`config.mk`:
```
export PLATFORM = sky130hd
export DESIGN_NAME = rbd_outq
export DESIGN_NICKNAME = d
export VERILOG_FILES = /design/src/hw/rtl/rbd_pkg.sv /design/src/hw/rtl/rbd_outq.sv
export SDC_FILE = /design/constraint.sdc
export NUM_CORES = 1
export LEC_CHECK = 0
export BUFFER_PORTS_ARGS = -buffer_cell sky130_fd_sc_hd__buf_2
export CAP_MARGIN = 20
export CORE_UTILIZATION = 40
export CTS_CLUSTER_DIAMETER = 100
export DETAILED_ROUTE_END_ITERATION = 10
export GPL_TIMING_DRIVEN = 1
export PLACE_DENSITY_LB_ADDON = 0.08
export SETUP_SLACK_MARGIN = 0.3
export SLEW_MARGIN = 20
export SYNTH_ARGS = -nofsm -noshare
export SYNTH_HDL_FRONTEND = slang
export SYNTH_SLANG_ARGS = --single-unit
```
`constraint.sdc`:
```
create_clock -name aclk -period 3.86 [get_ports aclk]
set_input_delay 0.772 -clock aclk [delete_from_list [all_inputs] [get_ports aclk]]
set_output_delay 0.772 -clock aclk [all_outputs]
set_load 0.01 [all_outputs]
```
`src/hw/rtl/rbd_pkg.sv`:
```
// Shared types and constants for the RGBA16 box downsampler.
// Used by every module of the block except rbd_ram, and by its checker.
package rbd_pkg;

    // Channel and lane layout
    localparam int CH_BITS    = 16;
    localparam int NUM_LANES  = 4;

    // Geometry limits
    localparam int MAX_WIDTH_LOG2 = 12;
    localparam int MAX_RATIO_LOG2 = 4;
    localparam int POS_BITS       = MAX_WIDTH_LOG2;
    localparam int LINE_DEPTH     = 1 << MAX_WIDTH_LOG2;
    localparam int BLK_BITS       = MAX_RATIO_LOG2;
    localparam int SHIFT_BITS     = $clog2(2 * MAX_RATIO_LOG2 + 1);

    // Accumulator widths: one block row, then a whole block
    localparam int ROW_BITS  = CH_BITS + MAX_RATIO_LOG2;
    localparam int LINE_BITS = CH_BITS + 2 * MAX_RATIO_LOG2;

    // Configuration register fields
    localparam int WL_BITS  = 4;
    localparam int RL_BITS  = 3;
    localparam int CFG_DATA = 32;
    localparam int CFG_ADDR = 4;
    localparam int REG_IDX_BITS = 2;

    localparam logic [REG_IDX_BITS-1:0] REG_SRC_WIDTH  = 2'd0;
    localparam logic [REG_IDX_BITS-1:0] REG_SRC_HEIGHT = 2'd1;
    localparam logic [REG_IDX_BITS-1:0] REG_RATIO_X    = 2'd2;
    localparam logic [REG_IDX_BITS-1:0] REG_RATIO_Y    = 2'd3;

    localparam logic [WL_BITS-1:0] RST_SRC_LOG2   = 4'd8;
    localparam logic [RL_BITS-1:0] RST_RATIO_LOG2 = 3'd1;

    // Output queue
    localparam int Q_DEPTH    = 4;
    localparam int Q_PTR_BITS = 2;
    localparam int Q_CNT_BITS = 3;

    // Per-pixel control that walks down the lane pipeline
    typedef struct packed {
        logic                    valid;
        logic                    row_first;
        logic                    row_last;
        logic                    col_first;
        logic                    col_last;
        logic                    frame_end;
        logic [POS_BITS-1:0]     addr;
        logic [SHIFT_BITS-1:0]   shift;
    } ctl_t;

    typedef logic [NUM_LANES-1:0][CH_BITS-1:0] pix_t;

    typedef struct packed {
        logic frame_end;
        pix_t pix;
    } result_t;

endpackage

```
`src/hw/rtl/rbd_outq.sv`:
```
// Output queue: holds merged result items until the output port takes them.
// Depends on rbd_pkg.
module rbd_outq
    import rbd_pkg::*;
(
    input  logic                  aclk,
    input  logic                  aresetn,
    input  logic                  push,
    input  result_t               push_data,
    output logic                  m_valid,
    input  logic                  m_ready,
    output result_t               head,
    output logic [Q_CNT_BITS-1:0] count
);

    result_t                 q_reg [Q_DEPTH];
    logic [Q_PTR_BITS-1:0]   wptr_reg, wptr_next;
    logic [Q_PTR_BITS-1:0]   rptr_reg, rptr_next;
    logic [Q_CNT_BITS-1:0]   cnt_reg, cnt_next;
    logic                    pop;

    // Pointer and fill bookkeeping
    always_comb begin
        pop       = m_valid && m_ready;
        wptr_next = push ? wptr_reg + 1'b1 : wptr_reg;
        rptr_next = pop  ? rptr_reg + 1'b1 : rptr_reg;
        cnt_next  = cnt_reg + Q_CNT_BITS'(push) - Q_CNT_BITS'(pop);
    end

    always_ff @(posedge aclk) begin
        if (!aresetn) begin
            wptr_reg <= '0;
            rptr_reg <= '0;
            cnt_reg  <= '0;
        end else begin
            wptr_reg <= wptr_next;
            rptr_reg <= rptr_next;
            cnt_reg  <= cnt_next;
        end
    end

    // Storage
    always_ff @(posedge aclk) begin
        if (push) begin
            q_reg[wptr_reg] <= push_data;
        end
    end

    assign m_valid = (cnt_reg != '0);
    assign head    = q_reg[rptr_reg];
    assign count   = cnt_reg;

endmodule

```
Yosys cells after proc, flatten, opt, wreduce, memory -nomap -nowiden
Memories as Yosys holds them, arrays and structs flattened. A register that Yosys moved wholly into a read port is not among the register bits.
Cells that the tools add are included.
{"block": "op_classes", "addsub": 4, "reduce_logical": 2, "mux": 4}
{"op": "2-bit by 1-bit adder with 2-bit output, second input constant", "n": 2}
{"op": "2-bit two-way mux", "n": 2}
{"op": "3-bit by 1-bit adder with 3-bit output", "n": 1}
{"op": "3-bit nonzero test", "n": 1}
{"op": "3-bit by 1-bit subtractor with 3-bit output", "n": 1}
{"op": "1-bit two-way mux", "n": 2}
{"op": "1-bit logical AND", "n": 1}
{"block": "word_totals", "out_inout_bits": 69, "ramBits": 260, "inputBits": 69, "wordCells": 14, "reg_bits": 7, "memories": 1}
{"name": "q_reg", "depth": 4, "word_bits": 65, "read_ports": 1, "rd_ports_with_merged_regs": 1, "wr": 1, "line": "rbd_outq.sv:16", "rtl": "result_t q_reg [Q_DEPTH];"}

Longest topological paths before layout
{"block": "depth", "word_depth": 4, "mapped_depth": 7}

Worst setup path after synthesis
OpenSTA, ideal clock, no wires.
{"block": "synth_timing", "path_type": "input port to flip-flop", "start": "input push", "end": "memory q_reg[0][0] (netlist name), enable pin", "arrival_ps": 2301, "t_required_ps": 3430, "cell_stages": 1, "path_buffers": 0, "path_slack_ps": 1129, "cell_sequence": "and2_1"}
{"block": "synth_via", "elab_chain_cells": 2}
{"item": "from (decl)", "line": "rbd_outq.sv:8", "rtl": "input logic push,"}
{"item": "1-bit two-way mux", "line": "rbd_outq.sv:44", "rtl": "if (push) begin"}
{"item": "1-bit two-way mux (not written as such)", "line": "rbd_outq.sv:45", "rtl": "q_reg[wptr_reg] <= push_data;"}
{"item": "to (decl)", "line": "rbd_outq.sv:16"}
Every way passes these cells.

==> out/results.txt <==
Result of the run: finished, final reports clean
Most frequent cells in the layout: sky130_fd_sc_hd__edfxtp_1 (260), sky130_fd_sc_hd__buf_2 (137), sky130_fd_sc_hd__mux4_2 (65)
Fill cells: 2007
Die area: 25400 µm²
Clock Path Buffers: 3
1st-pass router iterations: 4
Final setup violation count: 0
CP Launch Type: flip-flop
Final WS setup: 0.704 ns
Worst vdd rail ir drop: 0.000360 V
Clock insertion delay at the later pin of the skew report: 0.52 ns
Portion of total power attributed to sequential cells: 0.482
Fraction of layout cells with a size suffix above 1: 0.442
Detailed router's first-iteration violation count: 273
Post-DR vias/cell: 4.96
Clock tree from TritonCTS: done
Cells along the critical path: buf_12 > mux4_2 > buf_2
Number of antenna violations at the first check in global routing: 4
Number of core rows: 57
Final core utilization: 0.485
Count of maximum capacitance violations: 0
Aggregate negative setup slack: 0 ns
Post-cts hold buffer count: 0
Non-filler cells in the finished layout: 885
Most common cell after layout, fill and taps aside: sky130_fd_sc_hd__edfxtp_1
Pins over their slew limit: 0
Maximum level of the CTS H-tree: 1
I/O pins: 138
Overflow left after global routing: 0
Setup Crit Path Kind: flip-flop to output port
F_max: 0.317 GHz
RSZ-0062 raised after global routing: false
Share of power burned in combinational logic: 0.159
Vert. Die Dim: 159 µm
Residual DRC: 0
Max reg flops: 260
Global placement routability congestion: 0.681
Internal Pwr Total: 5.61 mW
Number of nets in the synthesized netlist: 459
Post-Place Cells: 832
Time the worst path needs with I/O delays and setup: 3.16 ns
Core Area: 24300 µm²
Worst min-delay path class: primary input to flip-flop
Leakage Power: 3.96 nW
Transition time at the pin with the least slew margin: 1.09 ns
Routed WL: 18.1 mm
Post-synth cell types: 21
CTS Sinks: 269
Maximum number of pins on one net before global-route repair: 66
Maximum clock skew at final layout: 0.00914 ns
Net load switching power: 1.71 mW
Clock edge transition at the registers on the reported setup and hold paths: 0.06 ns
Share of the clock period used by the worst path: 0.818
Die width: 159 µm
Post-place setup slack: 1.17 ns
Half-perimeter wire length after detailed placement: 9.75 mm
PwrDens: 621 nW/µm²
First-pass GRT wire length: 27.6 mm
Total CTS buffers: 28
Relative contribution of the clock network to total power: 0.360
Category of the worst setup path capture point: output port
Buffers on Ports: 137
Biggest fanout along the worst timing path: 31
Layout area overhead: 19.2%
Number of nets in the finished design: 614
Post-synth design cell area: 9890 µm²
Clock root buffer: sky130_fd_sc_hd__clkbuf_16
Starting density of the core: 0.407
Share of synthesized area occupied by flip-flops and latches: 0.807
Number of hold-slack violations in the final timing report: 0
Total power: 7.32 mW
Average instance area after synthesis: 25.8 µm²
Total track usage: 0.144
Sw Ratio: 0.234
Critical Path RT: 3.09 ns
Antenna viol nets, final: 0
Number of global-route vias before repair: 4906
CTS resizes: 0
Relative slew slack: 0.271
Number of flip-flops and latches in the synthesized netlist: 269
Number of warnings reported in the yosys synthesis log: 0
Worst-path cell with the longest stage delay: sky130_fd_sc_hd__dfxtp_4
Post-CTS setup repair buffer count: 0
Gate count after technology mapping: 383
Critical Path Max Stage Delay: 0.74 ns
Endpoint arrival time on the critical path: 2.38 ns
DR vias: 4389
Detail-routed net length per standard cell: 20.4 µm
-- power by group through the flow --
stage | clock network [mW] | registers [mW] | logic [mW]
final | 2.63 | 3.53 | 1.16
after global routing | 2.81 | 3.56 | 1.26
after CTS | 2.71 | 3.54 | 1.20
after detailed placement | 0 | 3.60 | 1.19
after global placement | 0 | 3.59 | 1.18
after floorplan | 0 | 3.48 | 0.909
-- cell families after synthesis --
kind of cell             count (synthesis)  share of synthesized area
AO/OA/AOI/OAI                            2                    0.00177
buffers and inverters                   20                     0.0177
flip-flops                             269                      0.807
adder cells (fa/ha/maj)                  7                    0.00961
XOR/XNOR                                 2                    0.00316
multiplexers                            69                      0.152
AND/OR/NAND/NOR                         14                    0.00835
-- stage by stage --
stage	hold slack [ns]	instance area, µm²
2_1_floorplan	0.449	9890
4_1_cts	0.434	11800
6_report	0.458	11800
3_5_place_dp	0.467	10900
3_3_place_gp	0.453	10900
5_1_grt	0.437	11800
-- cell type report --
class	count	area, µm²	area share
clock buffer	42	795	0.0674
tap	324	405	0.0344
inverter	6	22.5	0.00191
antenna	2	5.00	0.000424
multi-input combinational	94	1740	0.148
clock inverter	9	119	0.0101
timing repair buffer	139	713	0.0605
sequential	269	8000	0.678
-- worst paths after layout --
| kind | startpoint | to | slack [ns] | depth (start not counted) |
|---|---|---|---|---|
| min | push_data[8] | q_reg[0][8] | 0.46 | 1 |
| max | flip-flop | head[11] | 0.70 | 3 |
| max reg2reg | count[1] | count[2] | 1.82 | 7 |
| min reg2reg | rptr_reg[1] | flip-flop | 0.47 | 2 |
-- critical path, delay by kind of cell, from the launching register on --
kind     cells  cell delay, ns
mux          1            0.56
buf+inv      2            0.54
flops        1            0.74
-- metal layers --
metal | global-route usage | vias to the layer above | part of all wire
met1 | 0.174 | 2299 | 0.41
li1 | - | 1945 | -
met5 | 0 | - | 0.0012
met3 | 0.0396 | 34 | 0.057
met4 | 0.0450 | 4 | 0.024
met2 | 0.252 | 107 | 0.51
-- cells in the mapped netlist --
cell type | count | share of area
sky130_fd_sc_hd__and2_1 | 8 | 0.0051
sky130_fd_sc_hd__edfxtp_1 | 260 | 0.79
sky130_fd_sc_hd__ha_1 | 6 | 0.0076
sky130_fd_sc_hd__mux4_2 | 65 | 0.15
sky130_fd_sc_hd__nand2_1 | 2 | 0.00076
sky130_fd_sc_hd__o311ai_0 | 1 | 0.00089
sky130_fd_sc_hd__dfxtp_1 | 9 | 0.018
sky130_fd_sc_hd__buf_2 | 6 | 0.0030
sky130_fd_sc_hd__buf_6 | 1 | 0.0011
sky130_fd_sc_hd__fa_1 | 1 | 0.0020
sky130_fd_sc_hd__buf_12 | 5 | 0.010
sky130_fd_sc_hd__clkbuf_1 | 1 | 0.00038
sky130_fd_sc_hd__inv_1 | 6 | 0.0023
sky130_fd_sc_hd__buf_4 | 1 | 0.00076
sky130_fd_sc_hd__mux2i_1 | 4 | 0.0040
sky130_fd_sc_hd__or3_1 | 1 | 0.00063
sky130_fd_sc_hd__nor2b_1 | 1 | 0.00063
sky130_fd_sc_hd__xor2_1 | 1 | 0.00089
sky130_fd_sc_hd__nand2b_1 | 2 | 0.0013
sky130_fd_sc_hd__xnor3_1 | 1 | 0.0023
sky130_fd_sc_hd__o31a_1 | 1 | 0.00089
(Power assumes the default switching activity.)
